--- src/design/bll_pkg.sv ---
package bll_pkg;

	// Field widths of one input item and one result item.
	localparam int SOC_W   = 7;
	localparam int RAW_W   = 16;
	localparam int RANGE_W = 2;
	localparam int MODE_W  = 3;
	localparam int LEVEL_W = 2;

	// Packed stream widths.
	localparam int S_TDATA_W = 32;
	localparam int M_TDATA_W = 24;

	// Configuration port.
	localparam int CFG_IDX_W  = 3;
	localparam int CFG_DATA_W = 16;

	localparam logic [CFG_IDX_W-1:0] REG_R0_VALID_MIN  = 3'd0;
	localparam logic [CFG_IDX_W-1:0] REG_R0_VALID_MAX  = 3'd1;
	localparam logic [CFG_IDX_W-1:0] REG_R12_VALID_MIN = 3'd2;
	localparam logic [CFG_IDX_W-1:0] REG_R12_VALID_MAX = 3'd3;
	localparam logic [CFG_IDX_W-1:0] REG_R0_DIS_BELOW  = 3'd4;
	localparam logic [CFG_IDX_W-1:0] REG_R1_DIS_BELOW  = 3'd5;
	localparam logic [CFG_IDX_W-1:0] REG_R2_DIS_BELOW  = 3'd6;

	localparam logic [CFG_DATA_W-1:0] CFG_ALL_ONES = 16'hFFFF;

	// The quotient of the average always fits the raw width, so the divider
	// retires one quotient bit per step over that many steps.
	localparam int DIV_STEPS = RAW_W;
	localparam int STEP_W    = $clog2(DIV_STEPS);

	// Range codes.
	localparam logic [RANGE_W-1:0] RANGE_0 = 2'd0;
	localparam logic [RANGE_W-1:0] RANGE_1 = 2'd1;
	localparam logic [RANGE_W-1:0] RANGE_2 = 2'd2;

	// Power mode codes; off, acc and on are the active modes.
	localparam logic [MODE_W-1:0] MODE_OFF = 3'd0;
	localparam logic [MODE_W-1:0] MODE_ACC = 3'd1;
	localparam logic [MODE_W-1:0] MODE_ON  = 3'd2;

	// Limit levels.
	localparam logic [LEVEL_W-1:0] LEVEL_0 = 2'd0;
	localparam logic [LEVEL_W-1:0] LEVEL_1 = 2'd1;
	localparam logic [LEVEL_W-1:0] LEVEL_2 = 2'd2;
	localparam logic [LEVEL_W-1:0] LEVEL_3 = 2'd3;

	// State-of-charge hysteresis points in percent.
	localparam logic [SOC_W-1:0] SOC_L1_ENTER_HI = 7'd55;
	localparam logic [SOC_W-1:0] SOC_L1_ENTER_LO = 7'd50;
	localparam logic [SOC_W-1:0] SOC_L1_EXIT     = 7'd57;
	localparam logic [SOC_W-1:0] SOC_L2_ENTER_LO = 7'd45;
	localparam logic [SOC_W-1:0] SOC_L2_EXIT     = 7'd52;
	localparam logic [SOC_W-1:0] SOC_L3_EXIT     = 7'd47;
	localparam logic [SOC_W-1:0] SOC_NONE        = 7'd0;

	// Commands from the controller to the datapath.
	typedef struct packed {
		logic capture;
		logic div_init;
		logic div_step;
		logic finish;
	} cmd_t;

	// Status from the datapath to the controller.
	typedef struct packed {
		logic out_free;
	} status_t;

endpackage

--- src/design/bll_ctrl.sv ---
module bll_ctrl (
	input  logic            clk,
	input  logic            arst_n,
	input  logic            s_tvalid,
	output logic            s_tready,
	input  bll_pkg::status_t status,
	output bll_pkg::cmd_t   cmd
);
	import bll_pkg::*;

	localparam logic [1:0] ST_IDLE = 2'd0;
	localparam logic [1:0] ST_LOAD = 2'd1;
	localparam logic [1:0] ST_DIV  = 2'd2;
	localparam logic [1:0] ST_DONE = 2'd3;

	logic [1:0]        state_q;
	logic [1:0]        state_d;
	logic [STEP_W-1:0] step_q;

	assign s_tready = (state_q == ST_IDLE);

	always_comb begin
		state_d      = state_q;
		cmd.capture  = 1'b0;
		cmd.div_init = 1'b0;
		cmd.div_step = 1'b0;
		cmd.finish   = 1'b0;
		unique case (state_q)
			ST_IDLE: begin
				if (s_tvalid) begin
					cmd.capture = 1'b1;
					state_d     = ST_LOAD;
				end
			end
			ST_LOAD: begin
				cmd.div_init = 1'b1;
				state_d      = ST_DIV;
			end
			ST_DIV: begin
				cmd.div_step = 1'b1;
				if (step_q == STEP_W'(DIV_STEPS - 1)) begin
					state_d = ST_DONE;
				end
			end
			ST_DONE: begin
				if (status.out_free) begin
					cmd.finish = 1'b1;
					state_d    = ST_IDLE;
				end
			end
			default: begin
				state_d = ST_IDLE;
			end
		endcase
	end

	always_ff @(posedge clk or negedge arst_n) begin
		if (!arst_n) begin
			state_q <= ST_IDLE;
			step_q  <= '0;
		end else begin
			state_q <= state_d;
			if (cmd.div_init) begin
				step_q <= '0;
			end else if (cmd.div_step) begin
				step_q <= step_q + 1'b1;
			end
		end
	end

endmodule

--- src/design/bll_dp.sv ---
module bll_dp #(
	parameter int WINDOW_DEPTH = 10
) (
	input  logic                             clk,
	input  logic                             arst_n,
	input  bll_pkg::cmd_t                    cmd,
	output bll_pkg::status_t                 status,
	input  logic [bll_pkg::S_TDATA_W-1:0]    s_tdata,
	input  logic [bll_pkg::RANGE_W-1:0]      s_tuser,
	input  logic                             cfg_valid,
	input  logic [bll_pkg::CFG_IDX_W-1:0]    cfg_index,
	input  logic [bll_pkg::CFG_DATA_W-1:0]   cfg_data,
	output logic                             m_tvalid,
	input  logic                             m_tready,
	output logic [bll_pkg::M_TDATA_W-1:0]    m_tdata
);
	import bll_pkg::*;

	localparam int IDX_W = (WINDOW_DEPTH > 1) ? $clog2(WINDOW_DEPTH) : 1;
	localparam int CNT_W = $clog2(WINDOW_DEPTH + 1);
	localparam int SUM_W = RAW_W + CNT_W;

	// Configuration registers.
	logic [CFG_DATA_W-1:0] r0_min_q, r0_max_q, r12_min_q, r12_max_q;
	logic [CFG_DATA_W-1:0] r0_dis_q, r1_dis_q, r2_dis_q;

	// Sample ring and its running sum.
	logic [RAW_W-1:0] ring_q [WINDOW_DEPTH];
	logic [IDX_W-1:0] slot_q;
	logic [CNT_W-1:0] held_q;
	logic [SUM_W-1:0] sum_q;
	logic [SUM_W-1:0] sum_d;
	logic             ring_full;

	// Captured tick fields.
	logic [SOC_W-1:0]   soc_q;
	logic [RANGE_W-1:0] range_q;
	logic [MODE_W-1:0]  mode_q;
	logic               init_q;
	logic               asleep_q;

	// Divider.
	logic [CNT_W-1:0] rem_q;
	logic [RAW_W-1:0] quo_q;
	logic [CNT_W:0]   rem_shift;
	logic [CNT_W:0]   rem_diff;
	logic             quo_bit;

	// Decision logic.
	logic [LEVEL_W-1:0] level_q, level_d;
	logic               warn_q, warn_d;
	logic               dis;
	logic               active;

	logic [RAW_W-1:0] raw_in;
	assign raw_in = s_tdata[22:7];

	assign status.out_free = !m_tvalid || m_tready;

	always_ff @(posedge clk or negedge arst_n) begin
		if (!arst_n) begin
			r0_min_q  <= '0;
			r0_max_q  <= CFG_ALL_ONES;
			r12_min_q <= '0;
			r12_max_q <= CFG_ALL_ONES;
			r0_dis_q  <= '0;
			r1_dis_q  <= '0;
			r2_dis_q  <= '0;
		end else if (cfg_valid) begin
			unique case (cfg_index)
				REG_R0_VALID_MIN:  r0_min_q  <= cfg_data;
				REG_R0_VALID_MAX:  r0_max_q  <= cfg_data;
				REG_R12_VALID_MIN: r12_min_q <= cfg_data;
				REG_R12_VALID_MAX: r12_max_q <= cfg_data;
				REG_R0_DIS_BELOW:  r0_dis_q  <= cfg_data;
				REG_R1_DIS_BELOW:  r1_dis_q  <= cfg_data;
				REG_R2_DIS_BELOW:  r2_dis_q  <= cfg_data;
				default: ;
			endcase
		end
	end

	// Once the ring is full the new sample displaces the oldest one, which
	// sits in the slot about to be written.
	assign ring_full = (held_q == CNT_W'(WINDOW_DEPTH));
	assign sum_d = sum_q + SUM_W'(raw_in)
		- (ring_full ? SUM_W'(ring_q[slot_q]) : SUM_W'(0));

	always_ff @(posedge clk) begin
		if (cmd.capture) begin
			ring_q[slot_q] <= raw_in;
			soc_q          <= s_tdata[6:0];
			range_q        <= s_tuser;
			mode_q         <= s_tdata[25:23];
			init_q         <= s_tdata[26];
			asleep_q       <= s_tdata[27];
		end
	end

	always_ff @(posedge clk or negedge arst_n) begin
		if (!arst_n) begin
			slot_q <= '0;
			held_q <= '0;
			sum_q  <= '0;
		end else if (cmd.capture) begin
			sum_q  <= sum_d;
			slot_q <= (slot_q == IDX_W'(WINDOW_DEPTH - 1)) ? '0 : slot_q + 1'b1;
			if (!ring_full) begin
				held_q <= held_q + 1'b1;
			end
		end
	end

	// Restoring division of the sum by the sample count. The sum is below
	// held * 2^16, so its upper bits start as a partial remainder below the
	// divisor and only sixteen quotient bits remain.
	assign rem_shift = {rem_q, quo_q[RAW_W-1]};
	assign rem_diff  = rem_shift - {1'b0, held_q};
	assign quo_bit   = (rem_shift >= {1'b0, held_q});

	always_ff @(posedge clk) begin
		if (cmd.div_init) begin
			rem_q <= sum_q[SUM_W-1:RAW_W];
			quo_q <= sum_q[RAW_W-1:0];
		end else if (cmd.div_step) begin
			rem_q <= quo_bit ? rem_diff[CNT_W-1:0] : rem_shift[CNT_W-1:0];
			quo_q <= {quo_q[RAW_W-2:0], quo_bit};
		end
	end

	always_comb begin
		case (range_q)
			RANGE_0: dis = (quo_q >= r0_min_q) && (quo_q <= r0_max_q)
				&& (quo_q < r0_dis_q);
			RANGE_1: dis = (quo_q >= r12_min_q) && (quo_q <= r12_max_q)
				&& (quo_q < r1_dis_q);
			RANGE_2: dis = (quo_q >= r12_min_q) && (quo_q <= r12_max_q)
				&& (quo_q < r2_dis_q);
			default: dis = 1'b0;
		endcase
	end

	assign active = (mode_q == MODE_OFF) || (mode_q == MODE_ACC) || (mode_q == MODE_ON);

	always_comb begin
		level_d = level_q;
		if (active) begin
			case (level_q)
				LEVEL_0: begin
					if (soc_q <= SOC_L1_ENTER_HI && soc_q > SOC_L1_ENTER_LO && dis) begin
						level_d = LEVEL_1;
					end
				end
				LEVEL_1: begin
					if (soc_q >= SOC_L1_EXIT) begin
						level_d = LEVEL_0;
					end else if (soc_q <= SOC_L1_ENTER_LO && soc_q > SOC_L2_ENTER_LO
						&& dis) begin
						level_d = LEVEL_2;
					end
				end
				LEVEL_2: begin
					if (soc_q >= SOC_L2_EXIT) begin
						level_d = LEVEL_1;
					end else if (soc_q <= SOC_L2_ENTER_LO && dis) begin
						level_d = LEVEL_3;
					end
				end
				default: begin
					if (soc_q >= SOC_L3_EXIT) begin
						level_d = LEVEL_2;
					end
				end
			endcase
		end
	end

	always_comb begin
		warn_d = warn_q;
		if (soc_q != SOC_NONE && !init_q && !asleep_q && active) begin
			warn_d = (level_d != LEVEL_0);
		end
	end

	always_ff @(posedge clk or negedge arst_n) begin
		if (!arst_n) begin
			level_q  <= LEVEL_0;
			warn_q   <= 1'b0;
			m_tvalid <= 1'b0;
		end else begin
			if (cmd.finish) begin
				level_q  <= level_d;
				warn_q   <= warn_d;
				m_tvalid <= 1'b1;
			end else if (m_tready) begin
				m_tvalid <= 1'b0;
			end
		end
	end

	always_ff @(posedge clk) begin
		if (cmd.finish) begin
			m_tdata <= {4'b0000, dis, quo_q, warn_d, level_d};
		end
	end

endmodule

--- src/design/battery_load_limit_level.sv ---
// Channel   Direction  Signals                                  Content
// s_        in         s_tvalid s_tready s_tdata s_tuser        one tick per beat
// m_        out        m_tvalid m_tready m_tdata                one result per beat
// cfg_      in         cfg_valid cfg_ready cfg_index cfg_data   register writes
//
// An input beat is taken in the idle state; the next one waits until this tick is done:
// the block stores the sample and updates the running sum, loads the
// divider, runs the bit-serial restoring divide of the sum by the sample
// count, and then applies the discharge test and level machine and fills the
// output register.
// Reset clears the ring pointer, sample count, running sum, level and warning,
// and returns the configuration registers to their defaults; sample storage is
// not cleared.
// A stalled result waits in the output register; the block still accepts the
// next tick and stalls only in its last cycle until the register frees.
module battery_load_limit_level #(
	parameter int WINDOW_DEPTH = 10
) (
	input  logic                           clk,
	input  logic                           arst_n,
	input  logic                           s_tvalid,
	output logic                           s_tready,
	// [6:0] charge_percent, [22:7] raw_current, [25:23] power_mode,
	// [26] manager_initializing, [27] network_asleep, [31:28] zero
	input  logic [bll_pkg::S_TDATA_W-1:0]  s_tdata,
	// [1:0] current_range
	input  logic [bll_pkg::RANGE_W-1:0]    s_tuser,
	output logic                           m_tvalid,
	input  logic                           m_tready,
	// [1:0] limit_level, [2] low_battery_warning, [18:3] average_current,
	// [19] discharging, [23:20] zero
	output logic [bll_pkg::M_TDATA_W-1:0]  m_tdata,
	input  logic                           cfg_valid,
	output logic                           cfg_ready,
	input  logic [bll_pkg::CFG_IDX_W-1:0]  cfg_index,
	input  logic [bll_pkg::CFG_DATA_W-1:0] cfg_data
);
	import bll_pkg::*;

	cmd_t    cmd;
	status_t status;

	// Register writes are always taken; send them only while idle, as the block does not enforce it.
	assign cfg_ready = 1'b1;

	bll_ctrl u_ctrl (
		.clk      (clk),
		.arst_n   (arst_n),
		.s_tvalid (s_tvalid),
		.s_tready (s_tready),
		.status   (status),
		.cmd      (cmd)
	);

	bll_dp #(
		.WINDOW_DEPTH (WINDOW_DEPTH)
	) u_dp (
		.clk       (clk),
		.arst_n    (arst_n),
		.cmd       (cmd),
		.status    (status),
		.s_tdata   (s_tdata),
		.s_tuser   (s_tuser),
		.cfg_valid (cfg_valid && cfg_ready),
		.cfg_index (cfg_index),
		.cfg_data  (cfg_data),
		.m_tvalid  (m_tvalid),
		.m_tready  (m_tready),
		.m_tdata   (m_tdata)
	);

`ifndef ASSERT_OFF
	// Only one tick is worked on at a time.
	a_one_in_flight: assert property (@(posedge clk) disable iff (!arst_n)
		(s_tvalid && s_tready) |=> !s_tready)
		else $error("input accepted while a tick is still in progress");

	// A waiting result is never overwritten.
	a_no_overwrite: assert property (@(posedge clk) disable iff (!arst_n)
		cmd.finish |-> (!m_tvalid || m_tready))
		else $error("result written over an untaken result");

	// The controller issues at most one command per cycle.
	a_cmd_onehot: assert property (@(posedge clk) disable iff (!arst_n)
		$onehot0({cmd.capture, cmd.div_init, cmd.div_step, cmd.finish}))
		else $error("conflicting datapath commands");

	// A result is never produced while the block is idle.
	a_finish_after_div: assert property (@(posedge clk) disable iff (!arst_n)
		cmd.finish |-> !s_tready)
		else $error("result produced while idle");
`endif

endmodule

--- config.mk ---
export PLATFORM = sky130hd
export DESIGN_NAME = battery_load_limit_level
export DESIGN_NICKNAME = d
export VERILOG_FILES = /design/src/design/bll_pkg.sv /design/src/design/bll_ctrl.sv /design/src/design/bll_dp.sv /design/src/design/battery_load_limit_level.sv
export SDC_FILE = /design/constraint.sdc
export NUM_CORES = 1
export LEC_CHECK = 0
export BUFFER_PORTS_ARGS = -buffer_cell sky130_fd_sc_hd__buf_2
export CAP_MARGIN = 25
export CORE_ASPECT_RATIO = 1.25
export CORE_MARGIN = 2
export CORE_UTILIZATION = 50
export DETAILED_ROUTE_END_ITERATION = 10
export PLACE_DENSITY_LB_ADDON = 0.3
export SLEW_MARGIN = 20
export SYNTH_ARGS = -nofsm -noshare
export SYNTH_HDL_FRONTEND = slang
export SYNTH_SLANG_ARGS = --single-unit
export TNS_END_PERCENT = 50
--- constraint.sdc ---
create_clock -name clk -period 4.6 [get_ports clk]
set_input_delay 0.46 -clock clk [delete_from_list [all_inputs] [get_ports clk]]
set_output_delay 0.46 -clock clk [all_outputs]
set_load 0.05 [all_outputs]
==> impl_results.html, run 1 <==
<table>
<tr><th>Metric</th><th>Value</th></tr>
<tr><th colspan="2">Run status</th></tr>
<tr><td>Result of the run</td><td>finished, final reports clean</td></tr>
<tr><th colspan="2">Power</th></tr>
<tr><td>Fraction of power consumed by sequential logic</td><td>between 30% and 40%</td></tr>
<tr><td>Leak Pwr</td><td>0.00868 µW</td></tr>
<tr><td>Share of total power consumed by net switching</td><td>37.3%</td></tr>
<tr><td>Power share of the clock group</td><td>~23%</td></tr>
<tr><td>Relative contribution of combinational cells to total power</td><td>between 40% and 50%</td></tr>
<tr><td>Final Total Pwr</td><td>between 10000 and 15000 µW</td></tr>
<tr><td>Psw</td><td>5000 µW</td></tr>
<tr><td>Internal Dissipation</td><td>roughly 8400 µW</td></tr>
<tr><td>Worst supply voltage drop on vdd</td><td>426 µV</td></tr>
<tr><td>P per Cell Area</td><td>645 nW/µm²</td></tr>
<tr><th colspan="2">Routing</th></tr>
<tr><td>Post-DR wirelength/cell</td><td>17.8 µm</td></tr>
<tr><td>Iter 0 DRT Violations</td><td>around 560</td></tr>
<tr><td>Total wire length after detailed routing</td><td>between 30000 and 40000 µm</td></tr>
<tr><td>First-pass iteration count of the detailed router</td><td>5</td></tr>
<tr><td>Residual antenna-violating net count after detailed routing</td><td>0</td></tr>
<tr><td>Vias</td><td>11500</td></tr>
<tr><td>DRC violation count after routing</td><td>0</td></tr>
<tr><td>Vias per cell</td><td>5.47</td></tr>
<tr><th colspan="2">GRT</th></tr>
<tr><td>Pin count of the biggest net entering global routing</td><td>83</td></tr>
<tr><td>Initial antenna violation count</td><td>0</td></tr>
<tr><td>Overall overflow remaining after global route</td><td>0</td></tr>
<tr><td>All-Layer GR Usage</td><td>20.4%</td></tr>
<tr><td>Via count of the first global-routing pass</td><td>12000</td></tr>
<tr><td>First-pass GRT wire length</td><td>approximately 60000 µm</td></tr>
<tr><th colspan="2">CTS</th></tr>
<tr><td>Number of buffers added by the clock tree synthesis step</td><td>39</td></tr>
<tr><td>TritonCTS clock tree</td><td>done</td></tr>
<tr><td>Clk_lat worst skew</td><td>0.54 ns</td></tr>
<tr><td>Register clock-pin slew on the reported worst setup and hold paths</td><td>roughly 0.070 ns</td></tr>
<tr><td>Sink Count</td><td>364</td></tr>
<tr><td>H-tree depth</td><td>2</td></tr>
<tr><td>Clock tree root driver cell</td><td>sky130_fd_sc_hd__clkbuf_16</td></tr>
<tr><td>Maximum clock insertion buffer count</td><td>3</td></tr>
<tr><th colspan="2">Synth</th></tr>
<tr><td>Main combinational cell family by area after synthesis</td><td>adder cells</td></tr>
<tr><td>Distinct cells, synth</td><td>60</td></tr>
<tr><td>Synth warn</td><td>0</td></tr>
<tr><td>Post-synth top flop</td><td>sky130_fd_sc_hd__edfxtp_1</td></tr>
<tr><td>Complex-gate fraction of the synthesized area</td><td>9.50%</td></tr>
<tr><td>Flip-flop and latch count after synthesis</td><td>roughly 360</td></tr>
<tr><td>Post-synthesis adder-cell area fraction</td><td>11.6%</td></tr>
<tr><td>Synthesized instance count</td><td>1490</td></tr>
<tr><td>Most frequent cells after synthesis</td><td>sky130_fd_sc_hd__edfxtp_1, sky130_fd_sc_hd__inv_1, sky130_fd_sc_hd__ha_1</td></tr>
<tr><td>Number of enable flip-flop cells after synthesis</td><td>roughly 210</td></tr>
<tr><td>Summed instance area of the synthesized netlist</td><td>between 15000 and 20000 µm²</td></tr>
<tr><td>Most frequent cell after synthesis</td><td>sky130_fd_sc_hd__edfxtp_1</td></tr>
<tr><td>Sequential cell area fraction in the yosys report</td><td>55.8%</td></tr>
<tr><td>Async set or reset register ratio after synthesis</td><td>41.2%</td></tr>
<tr><td>Fraction of the mapped netlist area in simple logic gates</td><td>7.74%</td></tr>
<tr><td>Most area-consuming cells after synthesis</td><td>sky130_fd_sc_hd__edfxtp_1, sky130_fd_sc_hd__dfrtp_1, sky130_fd_sc_hd__ha_1, sky130_fd_sc_hd__dfstp_2, sky130_fd_sc_hd__mux2_2</td></tr>
<tr><td>Cell taking the most area after synthesis</td><td>sky130_fd_sc_hd__edfxtp_1</td></tr>
<tr><td>Mean Syn Cell Area</td><td>12.3 µm²</td></tr>
<tr><td>Multiplexer share of the synthesized area</td><td>a little under a tenth</td></tr>
<tr><td>Share of Yosys cell area claimed by the top area cell type</td><td>35.1%</td></tr>
<tr><td>Post-synthesis xor/xnor area fraction</td><td>0.909%</td></tr>
<tr><th colspan="2">Timing</th></tr>
<tr><td>Fin crit period</td><td>~4.3 ns</td></tr>
<tr><td>Highest clock rate</td><td>231 MHz</td></tr>
<tr><td>Setup Total Neg Slack</td><td>0 ns</td></tr>
<tr><td>Total count of hold-check failures in the final report</td><td>0</td></tr>
<tr><td>Share of the clock period used by the worst path</td><td>94.0%</td></tr>
<tr><td>Number of failing setup endpoints in the final timing report</td><td>0</td></tr>
<tr><td>Tightest Pin Transition</td><td>0.808 ns</td></tr>
<tr><td>Final max-slew violation count</td><td>0</td></tr>
<tr><td>Worst Clk Skew</td><td>0.0210 ns</td></tr>
<tr><td>Max_slew headroom</td><td>46.2%</td></tr>
<tr><th colspan="2">Floorplanning</th></tr>
<tr><td>Placement Rows</td><td>78</td></tr>
<tr><td>Count of boundary I/O pins</td><td>85</td></tr>
<tr><td>Die Outline Area</td><td>around 38000 µm²</td></tr>
<tr><td>Die X</td><td>175 µm</td></tr>
<tr><td>Area inside the core boundary</td><td>36200 µm²</td></tr>
<tr><td>Chip height</td><td>218 µm</td></tr>
<tr><td>Starting density of the core</td><td>between 50% and 60%</td></tr>
<tr><th colspan="2">Worst setup path</th></tr>
<tr><td>Reg-to-reg startpoint</td><td>u_dp.slot_q[0]$_DFFE_PN0P_</td></tr>
<tr><td>Data required time at the worst endpoint</td><td>5.02 ns</td></tr>
<tr><td>R2R depth</td><td>16</td></tr>
<tr><td>Crit Path Class</td><td>reg2reg</td></tr>
<tr><td>Destination of the worst register-to-register timing path</td><td>u_dp.sum_q[19]$_DFFE_PN0P_</td></tr>
<tr><td>CP Capture Type</td><td>flip-flop</td></tr>
<tr><td>Register-to-register setup slack</td><td>0.28 ns</td></tr>
<tr><td>Startpoint types</td><td>flip-flop</td></tr>
<tr><td>Maximum fanout along the worst path</td><td>28</td></tr>
<tr><td>Worst path arrival time</td><td>4.74 ns</td></tr>
<tr><th colspan="2">Final layout</th></tr>
<tr><td>FILL cells</td><td>2925</td></tr>
<tr><td>Biggest registers after layout</td><td>u_dp.ring_q (160), u_dp.m_tdata (20), u_dp.sum_q (20)</td></tr>
<tr><td>Layout Area Growth over Synthesis</td><td>13.5%</td></tr>
<tr><td>Fraction of final layout cells sized beyond drive strength 1</td><td>20.0%</td></tr>
<tr><td>Number of nets in the finished design</td><td>1816</td></tr>
<tr><td>Antenna Diode Count</td><td>0</td></tr>
<tr><td>Flip-flop count of the largest register, all copies and words added</td><td>160</td></tr>
<tr><td>Most flop-heavy register</td><td>u_dp.ring_q</td></tr>
<tr><th colspan="2">Place</th></tr>
<tr><td>Quantity of I/O buffers inserted on ports</td><td>75</td></tr>
<tr><td>GP Congestion</td><td>0.854</td></tr>
<tr><td>Post-DP HPWL</td><td>~26000 µm</td></tr>
<tr><th colspan="2">Min path</th></tr>
<tr><td>Hold path cells</td><td>1</td></tr>
<tr><td>Worst hold path class</td><td>in2reg</td></tr>
<tr><td>Capture endpoint of the worst hold path</td><td>u_dp.soc_q[0]$_DFFE_PP_</td></tr>
<tr><td>Hold wc startpoint</td><td>s_tdata[0]</td></tr>
<tr><th colspan="2">Job</th></tr>
<tr><td>Max-cap violations</td><td>0</td></tr>
</table>
[critical path: stages (launching register included)]
cell                       delay (ns)
sky130_fd_sc_hd__dfrtp_4         0.52
sky130_fd_sc_hd__buf_16          0.24
sky130_fd_sc_hd__mux4_2          0.55
sky130_fd_sc_hd__a211oi_1        0.27
sky130_fd_sc_hd__a211oi_1        0.09
sky130_fd_sc_hd__fa_1            0.50
sky130_fd_sc_hd__inv_1           0.04
sky130_fd_sc_hd__ha_1            0.36
sky130_fd_sc_hd__and3_1          0.23
sky130_fd_sc_hd__a211oi_1        0.27
sky130_fd_sc_hd__buf_4           0.18
sky130_fd_sc_hd__o211ai_1        0.11
sky130_fd_sc_hd__o21ai_1         0.20
sky130_fd_sc_hd__o21ai_2         0.10
sky130_fd_sc_hd__a41oi_1         0.25
sky130_fd_sc_hd__a31oi_1         0.12
sky130_fd_sc_hd__xor2_1          0.16
[through the flow]
stage	hold slack, ns	cell area, µm²	util (%)	cells	worst slack, ns
floorplan	0.164	18300	-	1493	0.447
global placement	0.460	19300	53.4	2022	0.160
detailed placement	0.476	19400	53.5	2025	0.0847
CTS	0.0643	20600	57.0	2097	0.0632
global route	0.0692	20800	57.4	2108	-0.0229
finish	0.0920	20800	57.4	2108	0.278
[placed cells by master (no fill, tap or decap), types with 32 or more instances in the layout]
| cell | instances |
|---|---|
| sky130_fd_sc_hd__nor2_1 | 51 |
| sky130_fd_sc_hd__nand2_1 | 114 |
| sky130_fd_sc_hd__inv_1 | 199 |
| sky130_fd_sc_hd__clkbuf_16 | 40 |
| sky130_fd_sc_hd__mux4_2 | 32 |
| sky130_fd_sc_hd__buf_2 | 74 |
| sky130_fd_sc_hd__ha_1 | 143 |
| sky130_fd_sc_hd__dfstp_2 | 32 |
| sky130_fd_sc_hd__a21oi_1 | 48 |
| sky130_fd_sc_hd__a211oi_1 | 39 |
| sky130_fd_sc_hd__mux2_2 | 68 |
| sky130_fd_sc_hd__edfxtp_1 | 214 |
| sky130_fd_sc_hd__buf_4 | 32 |
| sky130_fd_sc_hd__o21ai_0 | 120 |
| sky130_fd_sc_hd__dfrtp_1 | 117 |
[cells by family after synthesis]
group	Yosys count
flip-flops	364
AND/OR/NAND/NOR	293
AO/OA/AOI/OAI	283
buffers and inverters	252
adder cells (fa/ha/maj)	160
multiplexers	117
XOR/XNOR	19
other	2
[metal layers]
layer | vias up | track usage [%] | wire length [µm]
li1 | 5537 | - | -
met1 | 5677 | 24.6 | 15500
met2 | 235 | 36.8 | 19200
met3 | 73 | 2.81 | 1380
met4 | 0 | 8.19 | 1380
met5 | - | 0 | 0
[power by group through the flow]
stage / sequential [µW] / clock (µW) / combinational (µW)
after floorplan: 4860 / 0 / 3920
after global placement: 5000 / 0 / 5050
after detailed placement: 5030 / 0 / 5260
after CTS: 4960 / 3100 / 5300
after global routing: 5020 / 3230 / 6180
final: 4940 / 3040 / 5420
[layout make-up]
cell class | count | area, µm² | share of cell area, %
inverter | 199 | 747 | 3.59
clock buffer | 53 | 1050 | 5.05
tap | 480 | 601 | 2.89
sequential | 364 | 10200 | 49.2
multi-input combinational | 877 | 7190 | 34.6
clock inverter | 18 | 184 | 0.885
timing repair buffer | 117 | 786 | 3.78
[worst max-delay path by stage]
stage / start / to / slack, ns / cells after the start
2_1_floorplan: u_dp.slot_q[0]$_DFFE_PN0P_ / u_dp.sum_q[18]$_DFFE_PN0P_ / 0.45 / 17
3_3_place_gp: u_dp.slot_q[0]$_DFFE_PN0P_ / u_dp.sum_q[19]$_DFFE_PN0P_ / 0.16 / 17
3_5_place_dp: u_dp.slot_q[0]$_DFFE_PN0P_ / u_dp.sum_q[19]$_DFFE_PN0P_ / 0.08 / 17
4_1_cts: u_dp.slot_q[0]$_DFFE_PN0P_ / u_dp.sum_q[19]$_DFFE_PN0P_ / 0.06 / 17
5_1_grt: u_dp.slot_q[0]$_DFFE_PN0P_ / u_dp.sum_q[17]$_DFFE_PN0P_ / -0.02 / 17
6_report: u_dp.slot_q[0]$_DFFE_PN0P_ / u_dp.sum_q[19]$_DFFE_PN0P_ / 0.28 / 16
[what timing repair did]
| action | 4_1_cts | 5_1_grt |
|---|---|---|
| setup buffers | 0 | 7 |
| gates resized for setup | 0 | 6 |
| hold buffers | 1 | 0 |
| endpoints found under the hold margin | 13 | 0 |
| endpoints found under the setup margin | 0 | 4 |
Note: power is estimated with default switching activity, not from simulation.
==> run 2: changes to the inputs <==
--- a/config.mk
+++ b/config.mk
@@ -11,6 +11,7 @@
 export CORE_MARGIN = 2
 export CORE_UTILIZATION = 50
 export DETAILED_ROUTE_END_ITERATION = 10
+export MAX_ROUTING_LAYER = met4
 export PLACE_DENSITY_LB_ADDON = 0.3
 export SLEW_MARGIN = 20
 export SYNTH_ARGS = -nofsm -noshare
==> run 2 against run 1 <==
  * Final cell count unchanged
  * Critical path type unchanged
  * Clock power about the same
  * Hold slack worse by 0.0037 ns
  * Global-route usage up 0.61 points
  * Power up 0.18%
  * Worst setup slack better by 0.0093 ns
  * Critical endpoint unchanged
  * Die area unchanged
  * Sequential power about the same
  * First-iteration DRC count up 2.5%
  * Core utilization about the same
==> impl_results.html, run 2 (same netlist as run 1, synthesis figures left out) <==
<table>
<tr><th>Metric</th><th>Value</th></tr>
<tr><th colspan="2">Routing</th></tr>
<tr><td>Post-DR wirelength/cell</td><td>17.8 µm (about the same)</td></tr>
<tr><td>Total wire length after detailed routing</td><td>37500 µm (about the same)</td></tr>
<tr><td>Residual antenna-violating net count after detailed routing</td><td>0 (unchanged)</td></tr>
<tr><td>Iter 0 DRT Violations</td><td>572 (was 558)</td></tr>
<tr><td>DRC violation count after routing</td><td>0 (unchanged)</td></tr>
<tr><td>First-pass iteration count of the detailed router</td><td>5 (unchanged)</td></tr>
<tr><td>Vias per cell</td><td>5.45 (was 5.47)</td></tr>
<tr><td>Vias</td><td>11500 (about the same)</td></tr>
<tr><th colspan="2">Place</th></tr>
<tr><td>Quantity of I/O buffers inserted on ports</td><td>75 (unchanged)</td></tr>
<tr><td>Instance count after placement with tap cells included</td><td>2025 (unchanged)</td></tr>
<tr><td>Post-place setup slack</td><td>0.0847 ns (unchanged)</td></tr>
<tr><td>Post-DP HPWL</td><td>26100 µm (unchanged)</td></tr>
<tr><td>GP Congestion</td><td>0.868 (was 0.854)</td></tr>
<tr><th colspan="2">CTS</th></tr>
<tr><td>Maximum clock insertion buffer count</td><td>3 (unchanged)</td></tr>
<tr><td>Number of buffers added by the clock tree synthesis step</td><td>39 (unchanged)</td></tr>
<tr><td>TritonCTS clock tree</td><td>done (unchanged)</td></tr>
<tr><td>Clk_lat worst skew</td><td>0.55 ns (was 0.54 ns)</td></tr>
<tr><td>Clock tree root driver cell</td><td>sky130_fd_sc_hd__clkbuf_16 (unchanged)</td></tr>
<tr><td>Register clock-pin slew on the reported worst setup and hold paths</td><td>0.07 ns (about the same)</td></tr>
<tr><td>H-tree depth</td><td>2 (unchanged)</td></tr>
<tr><td>Sink Count</td><td>364 (unchanged)</td></tr>
<tr><th colspan="2">Min path</th></tr>
<tr><td>Worst hold path class</td><td>in2reg (unchanged)</td></tr>
<tr><th colspan="2">Floorplanning</th></tr>
<tr><td>Starting density of the core</td><td>50.6% (unchanged)</td></tr>
<tr><td>Placement Rows</td><td>78 (unchanged)</td></tr>
<tr><td>Die X</td><td>175 µm (unchanged)</td></tr>
<tr><td>Count of boundary I/O pins</td><td>85 (unchanged)</td></tr>
<tr><td>Die Outline Area</td><td>38200 µm² (unchanged)</td></tr>
<tr><td>Chip height</td><td>218 µm (unchanged)</td></tr>
<tr><td>Area inside the core boundary</td><td>36200 µm² (unchanged)</td></tr>
<tr><th colspan="2">Final layout</th></tr>
<tr><td>Most flop-heavy register</td><td>u_dp.ring_q (unchanged)</td></tr>
<tr><td>FILL cells</td><td>2925 (unchanged)</td></tr>
<tr><td>Antenna Diode Count</td><td>0 (unchanged)</td></tr>
<tr><td>Number of nets in the finished design</td><td>1816 (unchanged)</td></tr>
<tr><td>Leading cell types in the layout, fill and taps excluded</td><td>sky130_fd_sc_hd__edfxtp_1, sky130_fd_sc_hd__inv_1, sky130_fd_sc_hd__ha_1, sky130_fd_sc_hd__o21ai_0, sky130_fd_sc_hd__dfrtp_1 (unchanged)</td></tr>
<tr><td>Flip-flop count of the largest register, all copies and words added</td><td>160 (unchanged)</td></tr>
<tr><td>Fraction of final layout cells sized beyond drive strength 1</td><td>20.0% (unchanged)</td></tr>
<tr><td>Count of placed standard cells in the final layout, fillers left out</td><td>2108 (unchanged)</td></tr>
<tr><td>Most frequent standard cell in the layout excluding fill and tap cells</td><td>sky130_fd_sc_hd__edfxtp_1 (unchanged)</td></tr>
<tr><td>Layout Area Growth over Synthesis</td><td>13.6% (was 13.5%)</td></tr>
<tr><td>Biggest registers after layout</td><td>u_dp.ring_q (160), u_dp.m_tdata (20), u_dp.sum_q (20) (unchanged)</td></tr>
<tr><th colspan="2">Timing</th></tr>
<tr><td>Final max-slew violation count</td><td>0 (unchanged)</td></tr>
<tr><td>Setup Total Neg Slack</td><td>0 ns (unchanged)</td></tr>
<tr><td>Minimum hold slack</td><td>0.0883 ns (was 0.0920 ns)</td></tr>
<tr><td>Tightest Pin Transition</td><td>0.805 ns (was 0.808 ns)</td></tr>
<tr><td>Total count of hold-check failures in the final report</td><td>0 (unchanged)</td></tr>
<tr><td>Number of failing setup endpoints in the final timing report</td><td>0 (unchanged)</td></tr>
<tr><td>Share of the clock period used by the worst path</td><td>93.8% (was 94.0%)</td></tr>
<tr><td>Fin crit period</td><td>4.31 ns (was 4.32 ns)</td></tr>
<tr><td>Max_slew headroom</td><td>46.3% (was 46.2%)</td></tr>
<tr><td>Minimum setup slack in the final design</td><td>0.287 ns (was 0.278 ns)</td></tr>
<tr><td>Highest clock rate</td><td>232 MHz (was 231 MHz)</td></tr>
<tr><td>Worst Clk Skew</td><td>0.0248 ns (was 0.0210 ns)</td></tr>
<tr><th colspan="2">Worst setup path</th></tr>
<tr><td>Startpoint types</td><td>flip-flop (unchanged)</td></tr>
<tr><td>CP Capture Type</td><td>flip-flop (unchanged)</td></tr>
<tr><td>Register-to-register setup slack</td><td>0.29 ns (was 0.28 ns)</td></tr>
<tr><td>Worst path arrival time</td><td>4.74 ns (about the same)</td></tr>
<tr><td>Maximum fanout along the worst path</td><td>28 (unchanged)</td></tr>
<tr><td>Data required time at the worst endpoint</td><td>5.02 ns (about the same)</td></tr>
<tr><td>Crit Path Class</td><td>reg2reg (unchanged)</td></tr>
<tr><th colspan="2">GRT</th></tr>
<tr><td>All-Layer GR Usage</td><td>21.0% (was 20.4%)</td></tr>
<tr><td>Initial antenna violation count</td><td>0 (unchanged)</td></tr>
<tr><td>First-pass GRT wire length</td><td>61800 µm (about the same)</td></tr>
<tr><td>Via count of the first global-routing pass</td><td>12000 (about the same)</td></tr>
<tr><td>Overall overflow remaining after global route</td><td>0 (unchanged)</td></tr>
<tr><td>Pin count of the biggest net entering global routing</td><td>83 (unchanged)</td></tr>
<tr><th colspan="2">Power</th></tr>
<tr><td>Leak Pwr</td><td>0.00868 µW (about the same)</td></tr>
<tr><td>P per Cell Area</td><td>645 nW/µm² (about the same)</td></tr>
<tr><td>Worst supply voltage drop on vdd</td><td>426 µV (about the same)</td></tr>
<tr><td>Final Total Pwr</td><td>13400 µW (about the same)</td></tr>
<tr><th colspan="2">Run status</th></tr>
<tr><td>Result of the run</td><td>finished, final reports clean (unchanged)</td></tr>
<tr><th colspan="2">Job</th></tr>
<tr><td>Max-cap violations</td><td>0 (unchanged)</td></tr>
</table>
-- run 2: cell count changes in the layout (fill, tap and decap cells not counted) --
cell	delta
sky130_fd_sc_hd__buf_16	+1
sky130_fd_sc_hd__buf_8	-1
-- run 2: metrics by stage --
stage / util [%] / instance area, µm²
3_5_place_dp: 53.5 / 19400
5_1_grt: 57.4 / 20800
3_3_place_gp: 53.4 / 19300
4_1_cts: 57.0 / 20600
2_1_floorplan: - / 18300
6_report: 57.4 / 20800
-- run 2: worst paths after layout --
| check | startpoint | endpoint | cells past startpoint |
|---|---|---|---|
| max reg2reg | u_dp.slot_q[0]$_DFFE_PN0P_ | u_dp.sum_q[19]$_DFFE_PN0P_ | 17 |
| max | u_dp.slot_q[0]$_DFFE_PN0P_ | u_dp.sum_q[19]$_DFFE_PN0P_ | 17 |
| max in group asynchronous | arst_n | u_dp.r0_max_q[9]$_DFFE_PN1P_ | 3 |
| min reg2reg | u_dp.sum_q[19]$_DFFE_PN0P_ | u_dp.sum_q[19]$_DFFE_PN0P_ | 1 |
| min | s_tdata[0] | u_dp.soc_q[0]$_DFFE_PP_ | 1 |
| min in group asynchronous | arst_n | u_dp.warn_q$_DFFE_PN0P_ | 2 |
-- run 2: cell type report --
cell class	instances	area [µm²]	area share (%)
inverters	199	747	3.59
flip-flops and latches	364	10200	49.2
well taps	480	601	2.89
repair buffers	117	798	3.84
multi-input cells	877	7190	34.6
clock buffers	53	1050	5.05
clock inverters	18	184	0.885
-- run 2: what timing repair did --
| action | in CTS | in global routing |
|---|---|---|
| gates resized for setup | 0 | 6 |
| buffers inserted | 0 | 7 |
| endpoints found under the setup margin | 0 | 4 |
| hold buffers | 1 | 0 |
| hold endpoints to repair | 13 | 0 |
-- run 2: where the power goes --
part / switching, µW / leakage [µW] / internal [µW]
Combinational: 3040 / 0.00438 / 2410
Sequential: 667 / 0.00371 / 4280
Clock: 1300 / 0.000591 / 1740
-- run 2: critical path, stage by stage, from the launching register on --
cell,delay (ns)
sky130_fd_sc_hd__dfrtp_4,0.52
sky130_fd_sc_hd__buf_16,0.24
sky130_fd_sc_hd__mux4_2,0.55
sky130_fd_sc_hd__nor2b_1,0.15
sky130_fd_sc_hd__a211oi_1,0.25
sky130_fd_sc_hd__a211oi_1,0.10
sky130_fd_sc_hd__fa_1,0.50
sky130_fd_sc_hd__inv_1,0.04
sky130_fd_sc_hd__ha_1,0.33
sky130_fd_sc_hd__and3_1,0.22
sky130_fd_sc_hd__o211ai_1,0.12
sky130_fd_sc_hd__o211ai_1,0.28
sky130_fd_sc_hd__o21ai_1,0.12
sky130_fd_sc_hd__o21ai_2,0.20
sky130_fd_sc_hd__nor2_1,0.08
sky130_fd_sc_hd__a41oi_1,0.19
sky130_fd_sc_hd__a31oi_1,0.12
sky130_fd_sc_hd__xor2_1,0.16
-- run 2: per-layer routing --
layer  track usage [%]  vias to the layer above  share of wire (%)
met5                 -                        -                  0
met4              8.19                        0                3.6
met3              2.81                       72                3.0
met2              36.7                      196                 51
met1              24.6                     5685                 42
li1                  -                     5546                  -
